$ cat config.mk
export PLATFORM = sky130hd
export DESIGN_NAME = iaids_cell
export DESIGN_NICKNAME = d
export VERILOG_FILES = /design/src/design/indexed_array_insert_delete_search_top_assert.svh /design/src/design/iaids_pkg.sv /design/src/design/iaids_cell.sv
export SDC_FILE = /design/constraint.sdc
export NUM_CORES = 1
export LEC_CHECK = 0
export BUFFER_PORTS_ARGS = -buffer_cell sky130_fd_sc_hd__buf_2
export CAP_MARGIN = 10
export CORE_UTILIZATION = 30
export CTS_CLUSTER_DIAMETER = 100
export DETAILED_ROUTE_END_ITERATION = 10
export GPL_ROUTABILITY_DRIVEN = 0
export PLACE_DENSITY_LB_ADDON = 0.08
export SYNTH_ARGS = -nofsm -noshare
export SYNTH_HDL_FRONTEND = slang
export SYNTH_SLANG_ARGS = --single-unit
$ cat constraint.sdc
create_clock -name aclk -period 5 [get_ports aclk]
set_input_delay 0.5 -clock aclk [delete_from_list [all_inputs] [get_ports aclk]]
set_output_delay 0.5 -clock aclk [all_outputs]
set_load 0.01 [all_outputs]
$ cat src/design/indexed_array_insert_delete_search_top_assert.svh
// assertion macros for the indexed array store
// no dependencies; included by the top level
`ifndef INDEXED_ARRAY_INSERT_DELETE_SEARCH_TOP_ASSERT_SVH
`define INDEXED_ARRAY_INSERT_DELETE_SEARCH_TOP_ASSERT_SVH

// condition in this cycle implies consequence in the same cycle
`define IAIDS_ASSERT_IMPL(label, clk, rstn, ante, cons) \
    label: assert property (@(posedge clk) disable iff (!rstn) (ante) |-> (cons)) \
        else $error("iaids: same-cycle check failed");

// condition in this cycle implies consequence in the next cycle
`define IAIDS_ASSERT_NEXT(label, clk, rstn, ante, cons) \
    label: assert property (@(posedge clk) disable iff (!rstn) (ante) |=> (cons)) \
        else $error("iaids: next-cycle check failed");

`endif

$ cat src/design/iaids_pkg.sv
// shared types and constants for the indexed array store
// no dependencies
package iaids_pkg;

    localparam int DEPTH_DEF = 64;
    localparam int OP_W      = 3;
    localparam int POS_W     = 6;
    localparam int VAL_W     = 32;
    localparam int STAT_W    = 2;
    localparam int FILL_W    = 7;
    localparam int S_TDATA_W = 48;
    localparam int M_TDATA_W = 48;

    typedef logic [OP_W-1:0]   opcode_t;
    typedef logic [STAT_W-1:0] status_t;

    localparam opcode_t OP_READ   = 3'd0;
    localparam opcode_t OP_INSERT = 3'd1;
    localparam opcode_t OP_DELETE = 3'd2;
    localparam opcode_t OP_SEARCH = 3'd3;
    localparam opcode_t OP_UPDATE = 3'd4;

    localparam status_t ST_OK       = 2'd0;
    localparam status_t ST_RANGE    = 2'd1;
    localparam status_t ST_FULL     = 2'd2;
    localparam status_t ST_NOTFOUND = 2'd3;

    // broadcast from the controller to every cell
    typedef struct packed {
        logic                    ins;
        logic                    del;
        logic                    upd;
        logic [POS_W-1:0]        position;
        logic signed [VAL_W-1:0] value;
    } cell_ctrl_t;

endpackage

$ cat src/design/iaids_cell.sv
// one storage cell of the element chain: holds one element, shifts to/from neighbours
// depends on iaids_pkg
module iaids_cell
    import iaids_pkg::*;
#(
    parameter int IDX = 0,
    parameter int CW  = 7
) (
    input  logic                    aclk,
    input  cell_ctrl_t              ctrl,
    input  logic [CW-1:0]           count,
    input  logic signed [VAL_W-1:0] left_elem,
    input  logic signed [VAL_W-1:0] right_elem,
    output logic signed [VAL_W-1:0] elem,
    output logic                    match,
    output logic signed [VAL_W-1:0] rd_data
);

    localparam int XW = ((CW > POS_W) ? CW : POS_W) + 1;

    logic signed [VAL_W-1:0] elem_reg;
    logic signed [VAL_W-1:0] elem_next;
    logic [XW-1:0]           idx_x;
    logic [XW-1:0]           pos_x;
    logic [XW-1:0]           cnt_x;
    logic                    at_pos;

    assign idx_x  = XW'(IDX);
    assign pos_x  = XW'(ctrl.position);
    assign cnt_x  = XW'(count);
    assign at_pos = (idx_x == pos_x);

    always_comb begin
        elem_next = elem_reg;
        if (ctrl.ins) begin
            if (idx_x > pos_x && idx_x <= cnt_x) begin
                elem_next = left_elem;
            end else if (at_pos) begin
                elem_next = ctrl.value;
            end
        end else if (ctrl.del) begin
            if (idx_x >= pos_x && (idx_x + XW'(1)) < cnt_x) begin
                elem_next = right_elem;
            end
        end else if (ctrl.upd && at_pos) begin
            elem_next = ctrl.value;
        end
    end

    always_ff @(posedge aclk) begin
        elem_reg <= elem_next;
    end

    assign elem    = elem_reg;
    assign match   = (idx_x < cnt_x) && (elem_reg == ctrl.value);
    assign rd_data = at_pos ? elem_reg : '0;

endmodule

# Yosys cells after proc, flatten, opt, wreduce, memory -nomap -nowiden
# Cells that the tools add are included.
# Widths: inputs -> output; s select.
word_totals:
  out_inout_bits: 65
  elab_cells: 23
  reg_bits: 32
  inputBits: 113
op_classes:
  n_mux: 7
  n_reduce_logical: 7
  n_lt_le_gt_ge: 5
  eq_ne: 3
ops:
  columns: ["op", "count"]
  rows:
  - ["$mux 32", 7]
  - ["$eq 32x32->1", 1]
  - ["$lt 1x7->1 const A", 2]
  - ["$logic_not 8->1", 1]
  - ["$le 1x7->1 const A", 1]
  - ["$ge 1x6->1 const A", 1]
  - ["$gt 1x6->1 const A", 1]
  - ["$ne 3x1->1 const B", 2]
  - ["$logic_and 1x1->1", 4]
  - ["$reduce_and 3->1", 1]
  - ["$reduce_bool 3->1", 1]

# Logic depth before layout (Yosys ltp)
logic_depth:
  depth_word: 5
  ltp_mapped: 4
  ltp_nobuf: 4

# Worst setup path after synthesis
# Ideal clock, no wire load.
synth_timing:
  path_type: "in2reg"
  from: "in ctrl[33] (netlist bit)"
  to: "reg elem_reg[0], in the netlist elem[0] (enable)"
  path_buffers: 1
  setup_slack_ns: 2.415
  cell_stages: 4
  t_arrival_ns: 2.194
  cell_sequence: "or4_4 -> nor3_4 -> buf_6 -> o21a_1"
synth_between:
  elab_chain_len: 4
synth_rtl:
  columns: ["item", "line", "rtl"]
  rows:
  - ["start, declared", "iaids_cell.sv:10", "input cell_ctrl_t ctrl,"]
  - ["$gt 1x6->1 (tied with other cells)", "iaids_cell.sv:36", "if (idx_x > pos_x && idx_x <= cnt_x) begin"]
  - ["$logic_and 1x1->1 (on tied branches)", "iaids_cell.sv:36, iaids_cell.sv:45, iaids_cell.sv:42", null]
  - ["$ne 3x1->1 (no source line) / $reduce_bool 3->1 (equally long branches)", null, null]
  - ["$reduce_and 3->1 (no source line) (*)", null, null]
  - ["end signal, assigned", "iaids_cell.sv:51", "elem_reg <= elem_next;"]
  - ["end, declared", "iaids_cell.sv:21", "logic signed [VAL_W-1:0] elem_reg;"]
# Every way passes the cells marked *; elsewhere a longest branch is shown, timed or not.
# A chain may end at the register's enable or synchronous reset.

# Worst setup path after layout
layout_timing:
  from: "in ctrl[33] (netlist bit)"
  to: "reg elem_reg[5], in the netlist elem[5] (enable)"
# Same word-level chain as after synthesis.

==> Implementation_results.wiki <==
{| class="wikitable"
! Metric !! Value
|-
| Number of buffers added on ports || 145
|-
| Core box area || 6390 sq um
|-
| Final period util || 0.542
|-
| H-Tree Depth || 2
|-
| Critical path arrival || 2680 ps
|-
| # DRC || 0
|-
| Sequential element share of the synthesized area || 0.482
|-
| Pwr per Cell Area || 217 nW/um^2
|-
| Number of warnings printed during yosys synthesis || 0
|-
| Multi-input logic area || 983 sq um
|-
| Result of the run || finished, final reports clean
|-
| Vias per cell || 4.45
|-
| Detailed-placement wirelength estimate || 3.92 mm
|-
| GRT Max-Usage Layer || met2
|-
| Type of origin of the critical path || primary input
|-
| Adder and majority gate portion of the synthesized area || 0
|-
| Number of iterations in the first detailed-routing pass || 4
|-
| Initial DRC count || 45
|-
| Count of state elements after synthesis || 32
|-
| Number of cells produced by synthesis || 155
|-
| Io pins || 178
|-
| Number of nets in the finished design || 415
|-
| Cell type contributing the most total cell area after synthesis || edfxtp_1
|-
| Hold buffers post-CTS || 0
|-
| Layout overhead on the synthesized area || 45.1%
|-
| GR Util All Layers || 0.143
|-
| Hold Crit Class || in2reg
|-
| Critical Path Max Stage Delay || 750 ps
|-
| Ordered list of cells on the worst path || buf_2, or4_4, nor3_4, buf_4, o21a_1, buf_4
|-
| CTS sink count || 32
|-
| Hold path startpoint || right_elem[5]
|-
| Post-synthesis area per instance || 12.9 sq um
|-
| Clock edge transition at the registers on the reported setup and hold paths || 60 ps
|-
| Wire length after detailed routing || 5.05 mm
|-
| Post-Synth XOR/XNOR Area || 0.141
|-
| Via count of the first global-routing pass || 1630
|-
| Cell area after placement || 2790 sq um
|-
| Number of filler cells placed in the layout || 630
|-
| Setup repair after global routing missed its margin || false
|-
| Share of the synthesized area in the top cell type || 0.482
|-
| Main combinational cell family by area after synthesis || multiplexers
|-
| Fraction of synthesized area in multiplexers || 0.181
|-
| IR Drop Worst-Case VDD || 0.118 mV
|-
| Sequential cell area in the final layout || 961 sq um
|-
| Cell chosen for the clock root || clkbuf_8
|-
| Final standard cell utilization of the core || 0.453
|-
| Critical Path End Type || flop
|-
| Fraction of final layout cells with drive strength greater than 1 || 0.614
|-
| Fmax || 369 MHz
|-
| Post-layout instance area || 2890 sq um
|-
| Met3 global-route usage || 0.0415
|-
| Via count of the routed design || 1691
|-
| Min cycle time layout || 2710 ps
|-
| Post CTS Setup Buffer Count || 0
|-
| Worst path required time || 4970 ps
|-
| Count of final setup violators || 0
|-
| Initial core utilization || 0.312
|-
| Max-capacitance violation count || 0
|-
| Critical-path cell with the highest stage delay || o21a_1
|-
| Worst Path Max Fanout || 33
|-
| Share of the synthesized area in compound gates (AO/OA/AOI/OAI) || 0.0100
|-
| Aggregate negative setup slack || 0 ps
|-
| Largest cells by area after synthesis || edfxtp_1 48%, mux2_2 17%, xor2_1 14%, and2_1 10%, nor4_1 2.8%
|-
| Global routing usage on met1 || 0.171
|-
| LEAKAGE || 1.36 nW
|-
| Number of cells in the finished layout apart from fillers || 380
|-
| Post-route antenna net violation count || 0
|-
| Total Power || 0.000627 W
|-
| Distinct cells, synth || 19
|-
| X dimension of the die || 83.5 um
|-
| Transition time at the pin with the least slew margin || 982 ps
|-
| Maximum number of pins on one net before global-route repair || 34
|-
| Final number of hold-violating endpoints || 0
|-
| Worst Path Class, Setup || in2reg
|-
| Final Slew Violations || 0
|-
| Clock tree from TritonCTS || yes
|-
| Number of rows in the core area || 29
|-
| Die height || 83.5 um
|-
| GRT Residual Overflow || 0
|-
| Clock Tree Buf Depth || 2
|-
| Hold EP || elem[5]$_DFFE_PP_
|-
| Net count of the mapped netlist || 268
|-
| Cell count after placement || 372
|-
| Initial antenna violation count || 0
|-
| Wire length per cell || 13.3 um
|-
| Number of flip-flops under the largest register name || 32
|-
| Count of antenna diodes in the layout || 0
|-
| Wire length of the first global-routing pass || 7.81 mm
|-
| Simple-gate area share of the yosys netlist || 0.158
|-
| GR Util met2 || 0.250
|-
| Library cell appearing most often on the critical path || buf_4
|-
| PostCTS Resize Cnt || 0
|-
| Die Outline Area || 6970 sq um
|-
| Remaining max-slew budget at the tightest pin || 0.344
|-
| Inserted Clock Buffers || 5
|-
| Depth of the worst hold-timing path || 2
|-
| Netlist Area Pre-Place || 1990 sq um
|}
per-layer routing:
layer,vias up,wire (um),share of wire
li1,853,-,-
met1,759,2100,0.42
met2,75,2560,0.51
met3,4,355,0.070
met4,0,40,0.0079
met5,-,0,0
cells in the final DEF (no fill, tap or decap), types with 2 or more instances in the layout:
cell type,Yosys,layout
and2_1,32,32
buf_2,3,145
buf_4,0,2
clkbuf_8,0,5
clkinv_1,0,2
edfxtp_1,32,32
mux2_1,2,2
mux2_2,30,30
nand4_1,2,2
nor4_1,9,9
xor2_1,32,32
cells by family (layout without fill, tap and decap cells):
group,after synthesis,in the layout
and+or+nand+nor,48,48
xor gates and xnor gates,32,32
muxes,32,32
DFF,32,32
buffers and inverters,8,156
AOI/OAI and AO/OA,3,3
Yosys cell counts (all sizes together):
cell and n:
nand4 2, edfxtp 32, buf 6, o31ai 1, o21ai 1, and2 32, nor4 9, nor2b 1
inv 1, nor3 2, xor2 32, mux2 32, or4 2, o21a 1, clkbuf 1
metrics by stage:
| step | hold slack (ps) | setup WS (ps) |
|---|---|---|
| after floorplan | 701 | 2420 |
| after global placement | 791 | 1930 |
| after detailed placement | 790 | 1930 |
| after CTS | 497 | 2220 |
| after global routing | 507 | 2100 |
| final | 510 | 2290 |
worst max-delay path by stage:
stage | from | end | slack [ps]
after floorplan | ctrl[33] | elem[0]$_DFFE_PP_ | 2420
after global placement | ctrl[33] | elem[22]$_DFFE_PP_ | 1930
after detailed placement | ctrl[33] | elem[22]$_DFFE_PP_ | 1930
after CTS | ctrl[33] | elem[1]$_DFFE_PP_ | 2220
after global routing | ctrl[33] | elem[5]$_DFFE_PP_ | 2100
final | ctrl[33] | elem[5]$_DFFE_PP_ | 2290
where the power goes:
group	internal (W)	switching (W)	total [W]
combinational	0.0000517	0.0000347	0.0000864
sequential	0.000300	0.00000208	0.000302
clock	0.000145	0.0000928	0.000238
total	0.000497	0.000130	0.000627
critical path: cells and delay by family:
kind	cells	cell delay, ps
buffers and inverters	3	770
AOI/OAI and AO/OA	1	750
and+or+nand+nor	2	660
layout make-up:
type                            count  area share
Timing Repair Buffer              147       0.256
Multi-Input combinational cell    115       0.340
Inverter                            1     0.00130
Clock buffer                        5      0.0238
Tap cell                           77      0.0333
Clock inverter                      3      0.0130
Sequential cell                    32       0.332
Power figures use the tool's default switching activity.
