--- src/design/indexed_array_insert_delete_search_top_assert.svh ---
// assertion macros for the indexed array store
// no dependencies; included by the top level
`ifndef INDEXED_ARRAY_INSERT_DELETE_SEARCH_TOP_ASSERT_SVH
`define INDEXED_ARRAY_INSERT_DELETE_SEARCH_TOP_ASSERT_SVH

// condition in this cycle implies consequence in the same cycle
`define IAIDS_ASSERT_IMPL(label, clk, rstn, ante, cons) \
    label: assert property (@(posedge clk) disable iff (!rstn) (ante) |-> (cons)) \
        else $error("iaids: same-cycle check failed");

// condition in this cycle implies consequence in the next cycle
`define IAIDS_ASSERT_NEXT(label, clk, rstn, ante, cons) \
    label: assert property (@(posedge clk) disable iff (!rstn) (ante) |=> (cons)) \
        else $error("iaids: next-cycle check failed");

`endif

--- src/design/iaids_pkg.sv ---
// shared types and constants for the indexed array store
// no dependencies
package iaids_pkg;

    localparam int DEPTH_DEF = 64;
    localparam int OP_W      = 3;
    localparam int POS_W     = 6;
    localparam int VAL_W     = 32;
    localparam int STAT_W    = 2;
    localparam int FILL_W    = 7;
    localparam int S_TDATA_W = 48;
    localparam int M_TDATA_W = 48;

    typedef logic [OP_W-1:0]   opcode_t;
    typedef logic [STAT_W-1:0] status_t;

    localparam opcode_t OP_READ   = 3'd0;
    localparam opcode_t OP_INSERT = 3'd1;
    localparam opcode_t OP_DELETE = 3'd2;
    localparam opcode_t OP_SEARCH = 3'd3;
    localparam opcode_t OP_UPDATE = 3'd4;

    localparam status_t ST_OK       = 2'd0;
    localparam status_t ST_RANGE    = 2'd1;
    localparam status_t ST_FULL     = 2'd2;
    localparam status_t ST_NOTFOUND = 2'd3;

    // broadcast from the controller to every cell
    typedef struct packed {
        logic                    ins;
        logic                    del;
        logic                    upd;
        logic [POS_W-1:0]        position;
        logic signed [VAL_W-1:0] value;
    } cell_ctrl_t;

endpackage

--- src/design/iaids_prio.sv ---
// lowest-set-bit priority encoder over the cell match lines
// depends on iaids_pkg
module iaids_prio
    import iaids_pkg::*;
#(
    parameter int N  = DEPTH_DEF,
    parameter int IW = 6
) (
    input  logic [N-1:0]  req,
    output logic [IW-1:0] idx,
    output logic          any
);

    logic [N-1:0] onehot;

    // isolate lowest set bit
    assign onehot = req & (~req + N'(1));
    assign any    = |req;

    always_comb begin
        idx = '0;
        for (int i = 0; i < N; i++) begin
            if (onehot[i]) begin
                idx = idx | IW'(i);
            end
        end
    end

endmodule

--- config.mk ---
export PLATFORM = sky130hd
export DESIGN_NAME = iaids_prio
export DESIGN_NICKNAME = d
export VERILOG_FILES = /design/src/design/indexed_array_insert_delete_search_top_assert.svh /design/src/design/iaids_pkg.sv /design/src/design/iaids_prio.sv
export SDC_FILE = /design/constraint.sdc
export NUM_CORES = 1
export LEC_CHECK = 0
export ABC_AREA = 0
export BUFFER_PORTS_ARGS = -buffer_cell sky130_fd_sc_hd__buf_4
export CELL_PAD_IN_SITES_DETAIL_PLACEMENT = 2
export CELL_PAD_IN_SITES_GLOBAL_PLACEMENT = 2
export CORE_ASPECT_RATIO = 1.1
export CORE_UTILIZATION = 24
export DETAILED_ROUTE_END_ITERATION = 10
export GPL_ROUTABILITY_DRIVEN = 0
export PLACE_DENSITY = 0.95
export SLEW_MARGIN = 20
export SYNTH_ARGS = -nofsm -noshare
export SYNTH_HDL_FRONTEND = slang
export SYNTH_SLANG_ARGS = --single-unit
--- constraint.sdc ---
create_clock -name vclk -period 3.54
set_clock_uncertainty 0.2 [all_clocks]
set_input_delay 0 -clock vclk [all_inputs]
set_output_delay 0 -clock vclk [all_outputs]
set_load 0.005 [all_outputs]
After elaboration in Yosys (flattened, before gate mapping)
Cells that the tools add are included.
Word-level totals
  input bits: 64
  output and inout port bits: 7
  logic and storage cells: 67
  register bits: 0
Operators by class
  muxes and demuxes: 63
  bitwise logic cells: 2
  add/sub/neg operators: 1
  reductions and logical operators: 1
Operator list (count)
  6-bit two-way mux: 32
  5-bit two-way mux: 16
  64-bit by 1-bit adder with 64-bit output, second input constant: 1
  64-bit bitwise AND: 1
  64-bit NOT: 1
  64-bit OR reduction: 1
  4-bit two-way mux: 8
  3-bit two-way mux: 4
  2-bit two-way mux: 2
  1-bit two-way mux: 1

Longest topological paths before layout
Gate-level depths: netlist (run 1).
  depth in word-level cells: 66
  gate-level depth with buffers: 9
  mapped depth without buffers: 7

Worst setup path before layout (run 1)
Ideal clock, no wire load.
  kind: input to output
  from: input port req[11]
  to: output port idx[2]
  arrival time: 2.259 ns
  stages on the path: 8
  buffers on the path: 1
  data required time: 3.340 ns
  setup slack: 1.081 ns
  path through: or4_4 -> or4b_1 -> buf_2 -> nor4_4 -> nand2_2 -> o32a_1 -> and2_0 -> nand4b_1
On the way
  cells in the longest elaborated chain, start to end: 55
RTL lines
  from (decl): line iaids_prio.sv:9  | input logic [N-1:0] req,
  64-bit NOT (*): line iaids_prio.sv:17  | assign onehot = req & (~req + N'(1));
  64-bit by 1-bit adder with 64-bit output (*): line iaids_prio.sv:17
  64-bit bitwise AND (*): line iaids_prio.sv:17
  4-bit two-way mux (4 in a row): line iaids_prio.sv:23  | if (onehot[i]) begin
  5-bit two-way mux (16 in a row): line iaids_prio.sv:23
  6-bit two-way mux (31 in a row): line iaids_prio.sv:23
  6-bit two-way mux (*): line iaids_prio.sv:23
  to (decl): line iaids_prio.sv:10  | output logic [IW-1:0] idx,
Every way passes the cells marked *; elsewhere a longest branch is shown, timed or not.

Worst setup path after layout (run 1)
  from: input port req[11]
  to: output port idx[0]
On the way
  cells in the longest elaborated chain, start to end: 56
RTL lines (line)
  64-bit NOT: iaids_prio.sv:17
  64-bit by 1-bit adder with 64-bit output: iaids_prio.sv:17
  64-bit bitwise AND (*): iaids_prio.sv:17
  4-bit two-way mux (5 in a row): iaids_prio.sv:23
  5-bit two-way mux (16 in a row): iaids_prio.sv:23
  6-bit two-way mux (31 in a row): iaids_prio.sv:23
  6-bit two-way mux (*): iaids_prio.sv:23
Marked as above.

==> results.toml, run 1 <==
[synthesis]
synth-compound-area-share_pct = 32.0
synth_top_area_cell = "nor2_1"
ys_types = 49
syn_area_um2 = 1240
synthMuxAreaShare_pct = 0
syn-num-nets = 270
ys_warn_count = 0
synth_top_family_by_area = "simple AND/OR/NAND/NOR gates"
ys_top_cells_by_area = "nor2_1, nor3_1, nor4_1"
synth_area_per_cell_um2 = 6.01
seq_area_frac_synth_pct = 0
synthSimpleGateAreaFrac_pct = 64.3
synth-adder-area-share_pct = 0
syn_inst = 206
synthXorXnorAreaFrac_pct = 0
synth_top_cell_area_share_pct = 9.71

[pwr]
sw_frac_of_total_pct = 48.6
p_leak_nw = 0.717
intPower_w = 0.0000680
seqPwrFrac_pct = 0
power.switching_w = 0.0000642
combPwrFrac_pct = 100.0
clock_power_share_pct = 0
ir_drop_mv = 0.0289
power.density_nw_per_um2 = 71.0

[detailed_routing]
dr.pass1.iters = 7
drc_errors = 6
wl_um = 6520
ant_nets = 0
initialDrtViolationCount = 123
post_drt_wl_per_cell_um = 19.4
via_per_inst = 6.18
vias = 2078

[global_routing]
grt_pass1_vias = 2231
grt_max_degree = 11
overflow = 0
grt_pass1_wl_um = 10600
antenna_found_initial = 0
grt_usage_pct = 23.4

[floorplan]
io_pins = 71
die_height_um = 77.3
rows = 27
dieArea_um2 = 5450
start_util_pct = 24.7
core_um2 = 5000
die_w_um = 70.5

[final_layout]
area.sequential_um2 = 0
area_growth_pct = 50.5
clock_buffers = 0
seq_cell_count = 0
diodes = 0
drive_gt1_share_pct = 29.1
final_cell_area_um2 = 1860
fin_nets = 344

[timing]
grt_setup_unrepaired = "no"
finalSetupViolations = 0
relSlewSlack_pct = 42.9
tightest_slew_ns = 0.848
period_share_pct = 92.1
timing.setup.tns_ns = 0
whs_ns = 0.0983
drv_slew = 0
fmax_ghz = 0.307
finalCriticalPeriod_ns = 3.26
hold_viol_final = 0

[clock_network]
postCtsSetupBuffers = 0

[placed_design]
dp.final_hpwl_um = 5710
dpl-instance-area_um2 = 1860
io_buffers = 71

[worst_setup_path]
critical_path_class = "in -> out"
cp_data_arrival_time_ns = 3.06
cp-start-kind = "input pin"
worstSetupEndpointType = "primary output"
crit_path_cell_trace = "buf_4 > or4_4 > or4b_1 > nor4_4 > nand2_2 > a2111oi_1 > nor4b_1 > nand4_1 > buf_4"
cp_max_fo = 9
cp_common_cell = "buf_4"
crit_path_max_incr_delay_ns = 0.69
cpMaxStageDelayCell = "or4b_1"
cp.required_ns = 3.34

[outcome]
violations = "DRC"
outcome = "finished, violations left"

[hold_path]
hold_path_class = "in -> out"

[run]
drv_cap = 0
-- layout make-up --
class                           count  area (µm²)
Fill cell                         634        3140
Inverter                            7        26.3
Multi-Input combinational cell    195        1190
Tap cell                           58        72.6
Timing Repair Buffer               76         571
-- layout by cell type (no fill, tap or decap), drive strengths merged, types with 2 or more instances in the layout --
cell type   n
nor2b       4
o21bai      2
a211oi      3
a2111oi     2
nand4      11
inv         7
and2        5
o41ai       2
o32ai       2
o21a        2
o2111a      2
o311a       2
or3         7
a21oi      13
nor4       15
a32o        2
a31oi       4
nand3       9
nand2      15
nor2       32
nor3       20
o31ai       2
buf        76
o21ai       7
nand4b      7
nor3b       5
nor4b       3
a32oi       2
-- through the flow --
| stage | worst slack [ns] | power (W) | util, % | std cells |
|---|---|---|---|---|
| global route | 0.165 | 0.000143 | 37.2 | 336 |
| global placement | 0.484 | 0.000126 | 37.2 | 336 |
| floorplan | 1.08 | 0.0000365 | - | 206 |
| detailed placement | 0.186 | 0.000132 | 37.2 | 336 |
| CTS | 0.170 | 0.000132 | 37.2 | 336 |
| finish | 0.281 | 0.000132 | 37.2 | 336 |
-- final timing paths --
path	startpoint	endpoint	slack (ns)	depth (start not counted)
hold / removal	req[63]	any	0.1	4
setup / recovery	req[11]	idx[0]	0.28	9
-- worst max-delay path, delay by kind of cell --
kind | cells | cell delay [ns]
compound gates | 1 | 0.52
buf+inv | 2 | 0.24
simple gates | 6 | 2.29
-- cells by family after synthesis --
| logic type | after synthesis |
|---|---|
| buffers and inverters | 11 |
| AO/OA/AOI/OAI | 54 |
| AND/OR/NAND/NOR | 141 |
-- power groups by stage --
stage                     combinational [W]  clock (W)  sequential (W)
after floorplan                   0.0000365          0               0
after global placement             0.000126          0               0
after detailed placement           0.000132          0               0
after CTS                          0.000132          0               0
after global routing               0.000143          0               0
final                              0.000132          0               0
-- cell usage after synthesis, types with 5 or more instances --
library cell / number
nor2_1: 32
nand2_1: 14
nand4b_1: 7
a21oi_1: 13
nor3_1: 20
or3_1: 7
o21ai_0: 7
nor4_1: 14
nand4_1: 11
inv_1: 7
nand3_1: 9
nor3b_1: 5
-- per-layer routing --
metal  track usage [%]  wire (µm)  share of wire [%]
met3              1.45        293                4.5
met5                 0          0                  0
met2              45.0       3400                 52
met4              4.29        119                1.8
met1              28.1       2710                 42
-- timing repair --
| action | CTS | global route |
|---|---|---|
| hold buffers | 0 | 0 |
| endpoints found under the setup margin | 0 | 1 |
| resized for setup | 0 | 1 |
(Power assumes the default switching activity.)
==> run 2: changes to the inputs <==
Settings changed: CORE_MARGIN set to 2, PLACE_DENSITY 0.95 to not set, PLACE_DENSITY_LB_ADDON set to 0.1.
==> results.toml, run 2 (synthesis gave the netlist of run 1 again) <==
[detailed_routing]
ant_nets = 0
post_drt_wl_per_cell_um = 18.8
drc_errors = 0
wl_um = 6310
initialDrtViolationCount = 79
via_per_inst = 6.04
dr.pass1.iters = 4
vias = 2029

[pwr]
ir_drop_mv = 0.0267
total_power_w = 0.000131
p_leak_nw = 0.717
power.density_nw_per_um2 = 70.3

[run]
drv_cap = 0

[global_routing]
overflow = 0
grt_pass1_wl_um = 10200
grt_usage_pct = 21.5
antenna_found_initial = 0
grt_max_degree = 14
grt_pass1_vias = 2128

[hold_path]
min_to = "any"
hold_path_class = "in -> out"
min_path_cells = 4
min_from = "req[63]"

[final_layout]
final_cell_mix = "buf_4, nor2_1, nor3_1"
diodes = 0
fin_nets = 344
layout_commonest_cell = "buf_4"
drive_gt1_share_pct = 29.1
area_growth_pct = 50.4
utilization_pct = 37.2
clock_buffers = 0
area.sequential_um2 = 0
multi_input_area_um2 = 1190
fillCellCount = 647
seq_cell_count = 0

[worst_setup_path]
critical_path_class = "in -> out"
cp_max_fo = 13
cp-start-kind = "input pin"
worstSetupEndpointType = "primary output"
startpoint = "req[11]"
cp.required_ns = 3.34
cp_data_arrival_time_ns = 2.88

[floorplan]
core_um2 = 5000
start_util_pct = 24.7
rows = 27
die_height_um = 79.3
dieArea_um2 = 5750
io_pins = 71
die_w_um = 72.5

[clock_network]
cts_hold_buf = 0
post_cts_resize_count = 0
postCtsSetupBuffers = 0

[timing]
drv_slew = 0
timing.setup.tns_ns = 0
finalCriticalPeriod_ns = 3.08
grt_setup_unrepaired = "no"
relSlewSlack_pct = 50.5
finalSetupViolations = 0
whs_ns = 0.0985
period_share_pct = 87.0
hold_viol_final = 0
tightest_slew_ns = 0.736
fmax_ghz = 0.325

[outcome]
outcome = "finished clean"

[placed_design]
dp.final_hpwl_um = 5560
io_buffers = 71
==> run 2: cell types whose count changed in the layout (fill, tap and decap cells not counted) <==
cell | before | now
a2111oi_0 | 1 | 2
a2111oi_1 | 1 | 0
==> run 2: worst max path at each step <==
stage	slack [ns]	to	depth (start not counted)
floorplan	1.08	idx[2]	8
global placement	0.56	idx[5]	10
detailed placement	0.49	idx[5]	10
CTS	0.47	idx[5]	10
global route	0.32	idx[5]	10
finish	0.46	idx[5]	10
==> run 2: critical path: stages <==
cell and delay, ns:
buf_4 0.12, or4_4 0.56, or4b_1 0.69, nor4_4 0.41, buf_4 0.24, and2_1 0.23
nand4b_1 0.18, o2111a_1 0.21, nand4_1 0.11, buf_4 0.13
==> run 2: layer usage <==
layer  wire length [µm]  track usage (%)  vias up
met4                 91             3.52        0
met3                213            0.888        6
met1               2780             27.8      988
met2               3220             39.5       48
li1                   -                -      987
met5                  0                0        -
==> run 2: metrics by stage <==
stage,cells,instance area [µm²],setup WS (ns)
after detailed placement,336,1860,0.495
final,336,1860,0.460
after global placement,336,1860,0.561
after floorplan,206,1240,1.08
after CTS,336,1860,0.474
after global routing,336,1860,0.317
==> run 2: final cells by class <==
class                           instances  area share [%]
Multi-Input combinational cell        195            64.0
Timing Repair Buffer                   76            30.7
Inverter                                7            1.41
Tap cell                               58            3.90
==> run 2: power breakdown <==
part           switching (W)  internal, W  total (W)
logic              0.0000629    0.0000679   0.000131
registers                  0            0          0
clock network              0            0          0
==> run 3: changes to the inputs <==
Settings changed: CORE_UTILIZATION 24 to 22.
Clock period 3.54 ns to 2.9 ns, I/O delays scaled along.
==> results.toml, run 3 (synthesis gave the netlist of run 1 again) <==
[timing]
timing.setup.tns_ns = 0
drv_slew = 0
grt_setup_unrepaired = "no"
finalSetupViolations = 0
hold_viol_final = 0
fmax_ghz = 0.365
period_share_pct = 94.6
tightest_slew_ns = 0.648
worst_slack_ns = 0.158
finalCriticalPeriod_ns = 2.74
whs_ns = 0.103
relSlewSlack_pct = 56.4

[worst_setup_path]
crit_path_max_incr_delay_ns = 0.54
cp_data_arrival_time_ns = 2.54
crit_path_cell_trace = "buf_4 > or4_4 > or4b_4 > nor4_4 > nand2_2 > o41ai_2 > nor4_1 > nand4_1 > buf_4"
cpMaxStageDelayCell = "or4b_4"
cp.required_ns = 2.70
cp_common_cell = "buf_4"
cp-start-kind = "input pin"
worstSetupEndpointType = "primary output"
critical_path_class = "in -> out"
cp_max_fo = 5

[final_layout]
fin_nets = 351
drive_gt1_share_pct = 31.9
seq_cell_count = 0
area_growth_pct = 57.7
final_cell_mix = "buf_4, nor2_1, nor3_1"
fillCellCount = 713
utilization_pct = 36.2
clock_buffers = 0
diodes = 0
multi_input_area_um2 = 1210
area.sequential_um2 = 0
layout_commonest_cell = "buf_4"

[detailed_routing]
vias = 2005
via_per_inst = 5.57
ant_nets = 0
dr.pass1.iters = 3
drc_errors = 0
post_drt_wl_per_cell_um = 18.0
wl_um = 6490
initialDrtViolationCount = 67

[global_routing]
grt_pass1_wl_um = 10100
grt_pass1_vias = 2108
overflow = 0
antenna_found_initial = 0
met3_usage_pct = 0.364
globalRouteMet1Util_pct = 25.7
grt.met2_usage_pct = 38.8
grt_usage_pct = 20.5
grt_busiest_layer = "met2"
grt_max_degree = 14

[run]
drv_cap = 0

[floorplan]
die_height_um = 82.7
io_pins = 71
rows = 28
dieArea_um2 = 6240
start_util_pct = 22.9
die_w_um = 75.5
core_um2 = 5400

[clock_network]
postCtsSetupBuffers = 0

[placed_design]
post-place-ws_ns = 0.0966
io_buffers = 71
dp.final_hpwl_um = 5710

[pwr]
ir_drop_mv = 0.0268
p_leak_nw = 0.755
total_power_w = 0.000162
power.density_nw_per_um2 = 82.7

[hold_path]
hold_path_class = "in -> out"

[outcome]
outcome = "finished clean"
[run 3: changes by cell type in the layout (fill, tap and decap cells not counted), sizes merged]
cell / delta
buf: +7
[run 3: what timing repair did]
| item | 4_1_cts | 5_1_grt |
|---|---|---|
| gates resized for setup | 0 | 5 |
| setup endpoints to repair | 0 | 6 |
| hold buffers | 0 | 0 |
| endpoints found under the hold margin | 0 | 0 |
[run 3: metrics by stage]
stage,cell area [µm²],cells
after floorplan,1240,206
after global placement,1930,360
after detailed placement,1930,360
after CTS,1930,360
after global routing,1950,360
final,1950,360
[run 3: critical path: cells and delay by family]
kind	cells	cell delay [ns]
AND/OR/NAND/NOR	6	1.84
AO/OA/AOI/OAI	1	0.47
buffers and inverters	2	0.23
[run 3: worst paths after layout]
check,start,to,depth (start not counted)
max,req[11],idx[5],9
min,req[63],any,4
[run 3: area by class of cell]
type,instances,area share (%)
multi-input combinational,195,61.9
timing repair buffer,83,31.9
tap,75,4.81
inverter,7,1.35
[run 3: power breakdown]
part | internal (W) | switching [W] | total (W) | leakage (nW)
clock | 0 | 0 | 0 | 0
combinational | 0.0000839 | 0.0000776 | 0.000162 | 0.755
sequential | 0 | 0 | 0 | 0
total | 0.0000839 | 0.0000776 | 0.000162 | 0.755
[run 3: layer usage]
metal	routed length (µm)	part of all wire [%]	up-vias
met5	0	0	-
met4	121	1.9	0
met3	136	2.1	8
met2	3310	51	45
met1	2920	45	952
li1	-	-	1000
